File: config.mk
export PLATFORM = sky130hd
export DESIGN_NAME = a5_1_stream_cipher_unit
export DESIGN_NICKNAME = d
export VERILOG_FILES = /design/src/rtl/a51_pkg.sv /design/src/rtl/a51_step.sv /design/src/rtl/a51_keystream.sv /design/src/rtl/a5_1_stream_cipher_unit.sv
export SDC_FILE = /design/constraint.sdc
export NUM_CORES = 1
export LEC_CHECK = 0
export BUFFER_PORTS_ARGS = -buffer_cell sky130_fd_sc_hd__buf_2
export CORE_ASPECT_RATIO = 0.5
export CORE_UTILIZATION = 51
export DETAILED_ROUTE_END_ITERATION = 7
export PLACE_DENSITY = 0.66
export SYNTH_ARGS = -nofsm -noshare
export SYNTH_HDL_FRONTEND = slang
export SYNTH_SLANG_ARGS = --single-unit
File: constraint.sdc
create_clock -name clk_i -period 7.19 [get_ports clk_i]
set_input_delay 0.719 -clock clk_i [delete_from_list [all_inputs] [get_ports clk_i]]
set_output_delay 0.719 -clock clk_i [all_outputs]
set_load 0.05 [all_outputs]
File: src/rtl/a51_pkg.sv
// Shared types and constants for the A5/1 keystream unit.
`timescale 1ns / 1ps

package a51_pkg;

  // Register lengths
  localparam int unsigned XLen = 19;
  localparam int unsigned YLen = 22;
  localparam int unsigned ZLen = 23;
  localparam int unsigned KeyW = XLen + YLen + ZLen;

  // Clocking bit positions
  localparam int unsigned XClk = 8;
  localparam int unsigned YClk = 10;
  localparam int unsigned ZClk = 10;

  // Steps per byte
  localparam int unsigned ByteW = 8;

  // State of the three shift registers
  typedef struct packed {
    logic [ZLen-1:0] z;
    logic [YLen-1:0] y;
    logic [XLen-1:0] x;
  } lfsr_state_t;

endpackage

File: src/rtl/a51_step.sv
// One majority-clocked step of the three A5/1 shift registers.
`timescale 1ns / 1ps

module a51_step (
  input  a51_pkg::lfsr_state_t state_i,
  output a51_pkg::lfsr_state_t state_o,
  output logic                 ks_bit_o
);

  logic cx, cy, cz, maj;
  logic fb_x, fb_y, fb_z;

  // Clock bits and their majority
  assign cx  = state_i.x[a51_pkg::XClk];
  assign cy  = state_i.y[a51_pkg::YClk];
  assign cz  = state_i.z[a51_pkg::ZClk];
  assign maj = (cx & cy) | (cx & cz) | (cy & cz);

  // Feedback taps
  assign fb_x = state_i.x[13] ^ state_i.x[16] ^ state_i.x[17] ^ state_i.x[18];
  assign fb_y = state_i.y[20] ^ state_i.y[21];
  assign fb_z = state_i.z[7] ^ state_i.z[20] ^ state_i.z[21] ^ state_i.z[22];

  // Each register steps when its clock bit agrees with the majority
  always_comb begin
    state_o = state_i;
    if (cx == maj) begin
      state_o.x = {state_i.x[a51_pkg::XLen-2:0], fb_x};
    end
    if (cy == maj) begin
      state_o.y = {state_i.y[a51_pkg::YLen-2:0], fb_y};
    end
    if (cz == maj) begin
      state_o.z = {state_i.z[a51_pkg::ZLen-2:0], fb_z};
    end
  end

  // Keystream bit from the top bits after the step
  assign ks_bit_o = state_o.x[a51_pkg::XLen-1] ^ state_o.y[a51_pkg::YLen-1]
                  ^ state_o.z[a51_pkg::ZLen-1];

endmodule

File: src/rtl/a51_keystream.sv
// Chain of eight steps producing one keystream byte, first bit at the MSB.
`timescale 1ns / 1ps

module a51_keystream (
  input  a51_pkg::lfsr_state_t          state_i,
  output a51_pkg::lfsr_state_t          state_o,
  output logic [a51_pkg::ByteW-1:0]     ks_byte_o
);

  a51_pkg::lfsr_state_t chain [a51_pkg::ByteW+1];

  assign chain[0] = state_i;

  for (genvar g = 0; g < a51_pkg::ByteW; g++) begin : g_step
    a51_step u_step (
      .state_i  (chain[g]),
      .state_o  (chain[g+1]),
      .ks_bit_o (ks_byte_o[a51_pkg::ByteW-1-g])
    );
  end

  assign state_o = chain[a51_pkg::ByteW];

endmodule

File: src/rtl/a5_1_stream_cipher_unit.sv
// Top level of the A5/1 byte stream cipher unit.
`timescale 1ns / 1ps

// Each accepted item is one byte. It is XORed with eight keystream bits
// (first bit at the MSB) and comes out as one result item. The unit takes
// one byte per cycle unless the result side stalls. An input register
// feeds eight chained majority steps; when it fires, they advance the
// registers and load the result register. A byte whose tuser flag is set
// starts a message: the registers are first reloaded from the key (key
// bits 0..18 to X, 19..40 to Y, 41..63 to Z). The user must write the key
// through key_we_i/key_wdata_i only while no byte is in flight; the block
// itself does not enforce it. The key takes effect at the next message
// start. Encryption and decryption are the same operation.
module a5_1_stream_cipher_unit (
  input  logic                        clk_i,
  input  logic                        rst_ni,
  // key register
  input  logic                        key_we_i,
  input  logic [a51_pkg::KeyW-1:0]    key_wdata_i,
  // input stream
  input  logic                        s_axis_tvalid,
  output logic                        s_axis_tready,
  input  logic [7:0]                  s_axis_tdata,   // [7:0] data_byte
  input  logic                        s_axis_tuser,   // [0] message_start
  // output stream
  output logic                        m_axis_tvalid,
  input  logic                        m_axis_tready,
  output logic [7:0]                  m_axis_tdata    // [7:0] result_byte
);

  logic [a51_pkg::KeyW-1:0] key_q;
  a51_pkg::lfsr_state_t     lfsr_q, lfsr_d, start_state;
  logic                     in_valid_q;
  logic [7:0]               in_data_q;
  logic                     in_start_q;
  logic                     out_valid_q;
  logic [7:0]               out_data_q;
  logic [7:0]               ks_byte;
  logic                     fire;
  logic                     s_accept;

  // Handshake: compute when the result register is free or draining
  assign fire          = in_valid_q && (!out_valid_q || m_axis_tready);
  assign s_axis_tready = !in_valid_q || fire;
  assign s_accept      = s_axis_tvalid && s_axis_tready;

  // Key register
  always_ff @(posedge clk_i or negedge rst_ni) begin
    if (!rst_ni) begin
      key_q <= '0;
    end else if (key_we_i) begin
      key_q <= key_wdata_i;
    end
  end

  // Input register
  always_ff @(posedge clk_i or negedge rst_ni) begin
    if (!rst_ni) begin
      in_valid_q <= 1'b0;
    end else if (s_axis_tready) begin
      in_valid_q <= s_axis_tvalid;
    end
  end

  always_ff @(posedge clk_i) begin
    if (s_accept) begin
      in_data_q  <= s_axis_tdata;
      in_start_q <= s_axis_tuser;
    end
  end

  // Start from the key at a message start, else from the running state
  always_comb begin
    start_state = lfsr_q;
    if (in_start_q) begin
      start_state.x = key_q[a51_pkg::XLen-1:0];
      start_state.y = key_q[a51_pkg::XLen+a51_pkg::YLen-1:a51_pkg::XLen];
      start_state.z = key_q[a51_pkg::KeyW-1:a51_pkg::XLen+a51_pkg::YLen];
    end
  end

  a51_keystream u_keystream (
    .state_i   (start_state),
    .state_o   (lfsr_d),
    .ks_byte_o (ks_byte)
  );

  // Shift register state
  always_ff @(posedge clk_i or negedge rst_ni) begin
    if (!rst_ni) begin
      lfsr_q <= '0;
    end else if (fire) begin
      lfsr_q <= lfsr_d;
    end
  end

  // Result register
  always_ff @(posedge clk_i or negedge rst_ni) begin
    if (!rst_ni) begin
      out_valid_q <= 1'b0;
    end else if (fire) begin
      out_valid_q <= 1'b1;
    end else if (m_axis_tready) begin
      out_valid_q <= 1'b0;
    end
  end

  always_ff @(posedge clk_i) begin
    if (fire) begin
      out_data_q <= in_data_q ^ ks_byte;
    end
  end

  assign m_axis_tvalid = out_valid_q;
  assign m_axis_tdata  = out_data_q;

  // Checks
  a_fire_gives_result: assert property (@(posedge clk_i) disable iff (!rst_ni)
    fire |=> m_axis_tvalid)
    else $error("computed item did not reach the result register");

  a_state_holds: assert property (@(posedge clk_i) disable iff (!rst_ni)
    !fire |=> $stable(lfsr_q))
    else $error("register state moved without an item");

  a_no_overrun: assert property (@(posedge clk_i) disable iff (!rst_ni)
    (in_valid_q && out_valid_q && !m_axis_tready) |-> !s_axis_tready)
    else $error("input accepted while both stages are blocked");

  a_empty_ready: assert property (@(posedge clk_i) disable iff (!rst_ni)
    !in_valid_q |-> s_axis_tready)
    else $error("empty input register refuses an item");

endmodule

[Word-level counts from Yosys, hierarchy flattened]
Cells that the tools add are included.
Storage, ports and cells
  flip-flop bits (word level): 147
  bits in latches: 0
  bits in writable memories: 0
  ROM bits: 0
  input port bits: 78
  output and inout bits: 10
  logic and storage cells: 180
  memories kept: 0
Operators by class
  add/sub/neg operators: 0
  multiply operators: 0
  divide/modulo/power cells: 0
  order comparisons: 0
  equality and inequality tests: 24
  shift operators: 0
  multiplexer cells: 27
  bitwise operators: 113
  reductions and logical operators: 7
Operators by type and width (number)
  two-way mux 23 bit: 8
  two-way mux 22 bit: 8
  two-way mux 19 bit: 8
  bitwise XOR 1 bit: 72
  two-way mux 64 bit: 1
  AND 1 bit: 24
  equality test 1 bit: 24
  bitwise OR 1 bit: 16
  bitwise XOR 8 bit: 1
  logical AND 1 bit: 2
  logical NOT 1 bit: 2
  logical OR 1 bit: 2
  two-way mux 1 bit: 2
  nonzero test 2 bit: 1

[Logic depth before layout (Yosys ltp)]
Gate-level depths: netlist of run 1.
  depth in word-level cells: 44
  depth in mapped cells: 30
  depth with buffers taken out: 21

[By module]
A second synthesis of run 1 with hierarchy kept.
Unflattened totals
  cells, all modules: 1327
  area, all modules: 14705.4 um^2
By module, submodules not included
  a51_step: instances 8, cells each 119, area each 1039.7 um^2, seq. area each 0.0 um^2
  a5_1_stream_cipher_unit: instances 1, cells each 375, area each 6387.4 um^2, seq. area each 3763.6 um^2

[Least setup slack after synthesis of run 1]
No wires, ideal clock.
  kind: reg2reg
  start point: reg in_start_q
  end point: reg out_data_q[0] (netlist: m_axis_tdata[0]), data pin
  library setup time: 268 ps
  arrival time: 5906 ps
  required time: 6922 ps
  setup slack: 1017 ps
  stages on the path, launching flop included: 27
  path through: edfxtp_1 > buf_6 > buf_6 > mux2i_1 > buf_4 > nand3_1 > a221oi_1 > a211oi_2 > o22a_1 > o21ai_2 > buf_2 > mux2i_1 > nand4_1 > nand2_2 > mux2i_1 > nand2_1 > clkbuf_1 > o211a_1 > a21oi_1 > o221a_2 > mux2_4 > a211o_1 > o2bb2ai_4 > inv_2 > mux2i_1 > mux2_2 > xnor3_1
Between the ends
  word-level cells in the longest chain between the ends: 44
  elaborated cells between the ends (all ways): 92
  classes of those cells: eq/ne: 24; mux: 25; bitwise: 43
Ends and longest elaborated chain
  start, declared: RTL line a5_1_stream_cipher_unit.sv:35  | logic in_start_q;
  start signal, assigned: RTL line a5_1_stream_cipher_unit.sv:68  | in_start_q <= s_axis_tuser;
  two-way mux 64 bit (*): RTL line a5_1_stream_cipher_unit.sv:75  | if (in_start_q) begin
  AND 1 bit: RTL line a51_step.sv:17  | assign maj = (cx & cy) | (cx & cz) | (cy & cz);
  bitwise OR 1 bit (2 in series): RTL line a51_step.sv:17
  equality test 1 bit (on tied branches): RTL line a51_step.sv:27, a51_step.sv:30, a51_step.sv:33
  two-way mux 19 bit (tied with other cells): RTL line a51_step.sv:27  | if (cx == maj) begin
  AND 1 bit: RTL line a51_step.sv:17
  bitwise OR 1 bit (2 in series): RTL line a51_step.sv:17
  equality test 1 bit (on tied branches): RTL line a51_step.sv:27, a51_step.sv:30, a51_step.sv:33
  [... 25 more ...]
  two-way mux 19 bit (tied with other cells): RTL line a51_step.sv:27
  AND 1 bit: RTL line a51_step.sv:17
  bitwise OR 1 bit (2 in series): RTL line a51_step.sv:17
  equality test 1 bit (on tied branches): RTL line a51_step.sv:27, a51_step.sv:30
  two-way mux 19 bit or two-way mux 22 bit (tied branches): RTL line a51_step.sv:27, a51_step.sv:30
  bitwise XOR 1 bit: RTL line a51_step.sv:39  | assign ks_bit_o = state_o.x[a51_pkg::XLen-1] ^ state_o.y[a51_pkg::YLen-1]
  bitwise XOR 1 bit (*): RTL line a51_step.sv:40  | ^ state_o.z[a51_pkg::ZLen-1];
  bitwise XOR 8 bit (*): RTL line a5_1_stream_cipher_unit.sv:110  | out_data_q <= in_data_q ^ ks_byte;
  end signal, assigned: RTL line a5_1_stream_cipher_unit.sv:110
  end, declared: RTL line a5_1_stream_cipher_unit.sv:37  | logic [7:0] out_data_q;
Mark *: on every way between the ends. The rest lies on a longest branch, timed or not.
A chain may end at the register's enable or synchronous reset.

[Final worst setup path of run 1]
Ends and elaborated chain as after synthesis.

==> results of run 1 <==
per-layer routing:
layer | vias to the layer above | GRT usage (%)
li1 | 7036 | -
met1 | 7096 | 47.76
met2 | 543 | 48.37
met3 | 70 | 9.053
met4 | 4 | 8.481
met5 | - | 0
through the flow:
stage | util [%] | instance area, um2 | hold slack [ns]
2_1_floorplan | - | 15720 | 0.4234
3_3_place_gp | 56.18 | 17020 | 0.4609
3_5_place_dp | 56.18 | 17020 | 0.4705
4_1_cts | 58.25 | 17650 | 0.2707
5_1_grt | 58.69 | 17780 | 0.3033
6_report | 58.69 | 17780 | 0.2529
state kept, by name (all words and copies together), names as in the netlist:
name	count
key_q	64
lfsr_q	64
in_data_q	8
m_axis_tdata	8
in_start_q	1
in_valid_q	1
m_axis_tvalid	1
critical path, cell delays in order (launching register included):
cell and delay (ns):
edfxtp_1 0.39, buf_12 0.20, buf_12 0.29, mux2i_1 0.66, mux2i_1 0.31, o22ai_2 0.18, buf_4 0.20, nand2_1 0.17
o32a_1 0.43, a21oi_2 0.39, nor2_4 0.14, mux2i_2 0.21, o31ai_1 0.35, o21ai_1 0.15, a211o_2 0.47, nand2_4 0.19
mux2_4 0.35, a21o_1 0.25, o21ai_0 0.21, o21ai_2 0.13, mux2i_2 0.20, mux2_2 0.39, xnor3_1 0.33
worst paths after layout:
check / to / slack [ns] / cells after the start
hold / removal: key_q[48] / 0.25 / 1
min in group clk_i: in_data_q[7] / 0.44 / 1
hold reg to reg: lfsr_q[31] / 0.49 / 2
setup / recovery: m_axis_tdata[0] / 0.27 / 22
max in group asynchronous: key_q[11] / 5.59 / 2
setup reg to reg: m_axis_tdata[0] / 0.27 / 22
cell families (layout without fill, tap and decap cells):
kind of cell | Yosys count | count (layout) | synth area share (%)
compound gates | 524 | 524 | 22.41
simple gates | 491 | 491 | 13.95
mux | 441 | 441 | 30.30
buf+inv | 166 | 266 | 4.848
flops | 147 | 147 | 23.95
xor+xnor | 80 | 80 | 4.546
cell usage in the layout, fill, tap and decap left out, types with 11 or more instances in the layout:
cell type,instances
buf_4,117
mux2i_1,256
nand3_1,43
a221oi_1,11
dfrtp_1,130
xnor2_1,61
o211ai_1,24
mux2_1,23
xor2_1,18
a21o_1,12
nand4_1,14
a21oi_1,114
inv_1,24
nor2_1,124
nand2_1,211
edfxtp_1,17
nor2b_1,11
nand2b_1,13
o22ai_1,20
nor3_1,21
o21ai_1,47
and2_1,17
mux2_2,134
clkbuf_16,17
a211oi_1,31
o21ai_0,118
buf_2,86
layout make-up:
cell class	instances	area (um2)	area share (%)
Multi-Input combinational cell	1536	11370	63.98
Sequential cell	147	3764	21.17
Timing Repair Buffer	209	1420	7.988
Tap cell	399	499.2	2.808
Clock buffer	17	425.4	2.393
Clock inverter	15	201.4	1.133
Inverter	25	93.84	0.5279
what timing repair did:
action                                  CTS  global route
gates resized for setup                   0            22
setup buffers                             0             3
endpoints found under the setup margin    0            61
endpoints found under the hold margin     0             0
==> impl_metrics.csv, run 1 <==
group,metric,value,unit
synthesis,ys_types,100,
synthesis,yosys.area.top_type,"dfrtp_1",
timing,clock_skew,0.01818,ns
clock_network,cts.sinks,147,
clock_network,ctsLongestPathBuffers,2,
cells_and_area,syn_to_final_growth,13.11,%
placed_design,place_ws,0.2533,ns
timing,finalMaxSlewViolations,0,
floorplan,dieWidth,250.3,um
clock_network,hold_buffers,0,
setup_path,crit_type,"register to register",
timing,setup_viol,0,
hold_path,hp-class,"input pin to asynchronous set/reset pin",
synthesis,synth.top_cells.by_area,"dfrtp_1 21%, mux2i_1 17%, mux2_2 9.6%, nand2_1 5.1%, o21ai_0 3.9%",
timing,tns,0,ns
synthesis,synthCells,1849,
route,wl_met2,21.80,mm
clock_network,numCtsBuffers,17,
setup_path,required,7.39,ns
synthesis,synth_ff_type,"dfrtp_1",
floorplan,start_util,51.88,%
floorplan,coreArea,30290,um2
global_route,grt_pass1_wl,80.44,mm
clock_network,tritoncts,"done",
global_route,antenna_found_initial,2,
floorplan,rows,45,
placed_design,hpwl,40.24,mm
clock_network,htreeDepth,4,
route,drtPass1Iterations,8,
status,outcome,"finished, final reports clean",
timing,period_needed,6.922,ns
clock_network,cts_root_buf,"clkbuf_16",
synthesis,synth_edf_count,17,
timing,layout_setup_ws,0.2678,ns
route,drt-met1-wl,24.45,mm
global_route,grt_max_degree,69,
synthesis,syn_area_per_cell,8.500,um2
setup_path,reg2reg_from,"in_start_q",
route,drt_iter0_drc,1396,
cells_and_area,antenna_cells,0,
clock_network,cts.reportedPaths.clkPinSlew,0.08,ns
route,drt-wirelength-per-cell,22.06,um
synthesis,synth_most_common_cell,"mux2i_1",
floorplan,boundaryPins,88,
synthesis,syn_nets,1927,
timing,finalHoldViolCount,0,
synthesis,ys_warn_count,0,
route,top_layer,"met5",
clock_network,insertion_delay,0.46,ns
synthesis,synthesis.area,15720,um2
timing,clock.fmax,144.5,MHz
cells_and_area,stdcell_count,2348,
synthesis,async_flop_share,88.44,%
cells_and_area,drive_above_1_share,24.32,%
route,wl_met3,4.480,mm
timing,fin_crit_sh,96.27,%
route,via_per_inst,6.282,
route,drc,0,
synthesis,ys_ff_latch,147,
setup_path,cp.arrival,7.12,ns
timing,worst_slew_pin_slew,1.241,ns
synthesis,synth_commonest_cells,"265 x mux2i_1, 212 x nand2_1, 134 x mux2_2, 130 x dfrtp_1, 126 x nor2_1",
global_route,grt_pass1_vias,13680,
route,wirelength,51.79,mm
route,route.antenna.remaining_nets,0,
placed_design,io_buffer_count,87,
floorplan,fp.dieH,126.1,um
setup_path,critPathLaunchType,"register",
flow_run,drv_cap,0,
setup_path,critical_path_peak_fanout,46,
timing,slew_headroom,16.40,%
global_route,grtUsageTotal,33.07,%
route,num_vias,14750,
global_route,grt_overflow,0,
floorplan,die_area,31570,um2
placed_design,gp_congestion,1.047,
synthesis,ys_seq_area_share,23.95,%
placed_design,dp.cells,2313,
cells_and_area,fin_nets,2014,
setup_path,crit_start,"in_start_q",
setup_path,critPathCaptureType,"register",
synthesis,yosys.area.top_type_share,20.70,%
timing,rsz0062_at_grt,"false",
cells_and_area,fillers,2781,
Power of run 1 is left out: the tool's default activity adds up to more than one toggle a clock period on the data nets, which glitch-free logic cannot reach.
==> inputs of run 2 (changes only) <==
--- a/config.mk
+++ b/config.mk
@@ -7,9 +7,9 @@
 export LEC_CHECK = 0
 export BUFFER_PORTS_ARGS = -buffer_cell sky130_fd_sc_hd__buf_2
 export CORE_ASPECT_RATIO = 0.5
-export CORE_UTILIZATION = 51
+export CORE_UTILIZATION = 54
 export DETAILED_ROUTE_END_ITERATION = 7
-export PLACE_DENSITY = 0.66
+export PLACE_DENSITY = 0.69
 export SYNTH_ARGS = -nofsm -noshare
 export SYNTH_HDL_FRONTEND = slang
 export SYNTH_SLANG_ARGS = --single-unit
==> run 2 against run 1 <==
Non-clock buffer count decreased by 1. Largest cell class unchanged. Clock-buffer cell count is the same. Fmax decreased by 0.48%. Final area decreased by 0.48%. Flip-flop and latch count stayed put. Critical path depth grew 2. Cell count decreased by 0.77%. Critical endpoint unchanged. Setup slack worse by 0.033 ns. Register-to-register slack worse by 0.03 ns. Utilization is 4.2 points higher.
==> impl_metrics.csv, run 2 (synthesized netlist as in run 1, its figures left out) <==
group,metric,value,unit
status,outcome,"finished, final reports clean",
setup_path,slowest_stage,"a211o_2",
timing,period_needed,6.955,ns
timing,rsz0062_at_grt,"false",
timing,finalMaxSlewViolations,0,
floorplan,boundaryPins,88,
cells_and_area,multi_input_area,11340,um2
route,route.antenna.remaining_nets,0,
clock_network,htreeDepth,4,
timing,clock_skew,0.01356,ns
cells_and_area,seq_area,3764,um2
cells_and_area,largest_registers,"key_q (64), lfsr_q (64)",
route,num_vias,14800,
setup_path,crit_chain,"buf_12, mux2i_4, buf_4, nor2_1, a2111oi_2, o311ai_2, o22ai_2, buf_4, nand3_1, o32a_1, a21oi_2, nor2_4, mux2i_4, o31ai_1, o21ai_1, a211o_2, nand2_4, mux2_4, a21o_1, o21ai_0, o21ai_2, o21ai_4, mux2_4, xnor3_1",
clock_network,cts.sinks,147,
floorplan,fp.dieH,122.6,um
global_route,grt_overflow,0,
hold_path,hp-class,"input pin to asynchronous set/reset pin",
timing,setup_viol,0,
global_route,grt_pass1_vias,13640,
clock_network,ctsLongestPathBuffers,2,
timing,clock.fmax,143.8,MHz
placed_design,dp.cells,2289,
cells_and_area,fillers,2532,
global_route,grt_util_met2,52.31,%
timing,fin_crit_sh,96.74,%
placed_design,io_buffer_count,87,
route,drt_iter0_drc,1479,
timing,tns,0,ns
cells_and_area,stdcell_count,2330,
setup_path,critPathCaptureType,"register",
setup_path,required,7.38,ns
timing,finalHoldViolCount,0,
setup_path,slowest_delay,0.47,ns
clock_network,hold_buffers,0,
timing,worst_slew_pin_slew,1.049,ns
timing,layout_setup_ws,0.2347,ns
route,drc,0,
clock_network,insertion_delay,0.45,ns
floorplan,rows,43,
placed_design,place_ws,0.1526,ns
placed_design,hpwl,38.83,mm
cells_and_area,syn_to_final_growth,12.57,%
global_route,grtUsageTotal,33.77,%
cells_and_area,final_common_cell,"mux2i_1",
floorplan,die_area,29830,um2
route,drt-wirelength-per-cell,21.44,um
setup_path,rr_worst_depth,24,
timing,slew_headroom,29.32,%
global_route,grt_max_degree,83,
setup_path,cp.arrival,7.15,ns
cells_and_area,antenna_cells,0,
cells_and_area,layout_common_cells,"258 x mux2i_1, 210 x nand2_1, 133 x mux2_2",
setup_path,r2r_slack,0.23,ns
clock_network,cts_root_buf,"clkbuf_16",
setup_path,critical_path_peak_fanout,19,
global_route,grt_busiest_layer,"met2",
floorplan,start_util,55.85,%
route,wirelength,49.96,mm
cells_and_area,drive_above_1_share,24.23,%
global_route,antenna_found_initial,1,
route,via_per_inst,6.353,
global_route,grt_pass1_wl,77.70,mm
clock_network,numCtsBuffers,17,
setup_path,crit_type,"register to register",
floorplan,dieWidth,243.3,um
flow_run,drv_cap,0,
global_route,grtUsageMet1,47.62,%
placed_design,gp_congestion,1.039,
clock_network,tritoncts,"done",
route,drtPass1Iterations,6,
clock_network,cts.reportedPaths.clkPinSlew,0.08,ns
cells_and_area,fin_nets,2013,
global_route,grtUsageMet3,8.047,%
floorplan,coreArea,28140,um2
setup_path,critPathLaunchType,"register",
run 2: through the flow:
step / instance area [um2] / hold WS, ns / util, %
2_1_floorplan: 15720 / 0.4234 / -
3_3_place_gp: 16920 / 0.4615 / 60.13
3_5_place_dp: 16920 / 0.4705 / 60.13
4_1_cts: 17550 / 0.2500 / 62.37
5_1_grt: 17690 / 0.2780 / 62.88
6_report: 17690 / 0.2356 / 62.88
run 2: worst max-delay path: cells and delay by family (launching register included):
| kind | cells | cell delay, ns |
|---|---|---|
| AOI/OAI and AO/OA | 12 | 3.46 |
| muxes | 4 | 1.30 |
| buffers and inverters | 3 | 0.68 |
| and+or+nand+nor | 4 | 0.49 |
| DFF | 1 | 0.38 |
| xor gates and xnor gates | 1 | 0.37 |
run 2: routing by layer:
layer	vias to the layer above	share of wire [%]
met1	7158	47
met3	72	8.3
met5	-	0
met2	538	43
li1	7035	-
met4	0	1.7
run 2: what timing repair did:
| item | in CTS | in global routing |
|---|---|---|
| setup buffers | 0 | 9 |
| gates resized for setup | 0 | 17 |
| setup endpoints to repair | 0 | 65 |
run 2: worst paths after layout:
check | start | endpoint
setup / recovery | in_start_q | m_axis_tdata[0]
hold / removal | rst_ni | key_q[41]
setup reg to reg | in_start_q | m_axis_tdata[0]
hold reg to reg | lfsr_q[4] | lfsr_q[4]
max in group asynchronous | rst_ni | lfsr_q[14]
min in group clk_i | s_axis_tdata[3] | in_data_q[3]
run 2: area by class of cell:
class | instances | area share, %
clock inverters | 15 | 1.153
inverters | 25 | 0.5304
flip-flops and latches | 147 | 21.27
repair buffers | 208 | 7.864
clock buffers | 17 | 2.405
multi-input cells | 1536 | 64.07
well taps | 382 | 2.702
Power of run 2 is left out for the same reason.
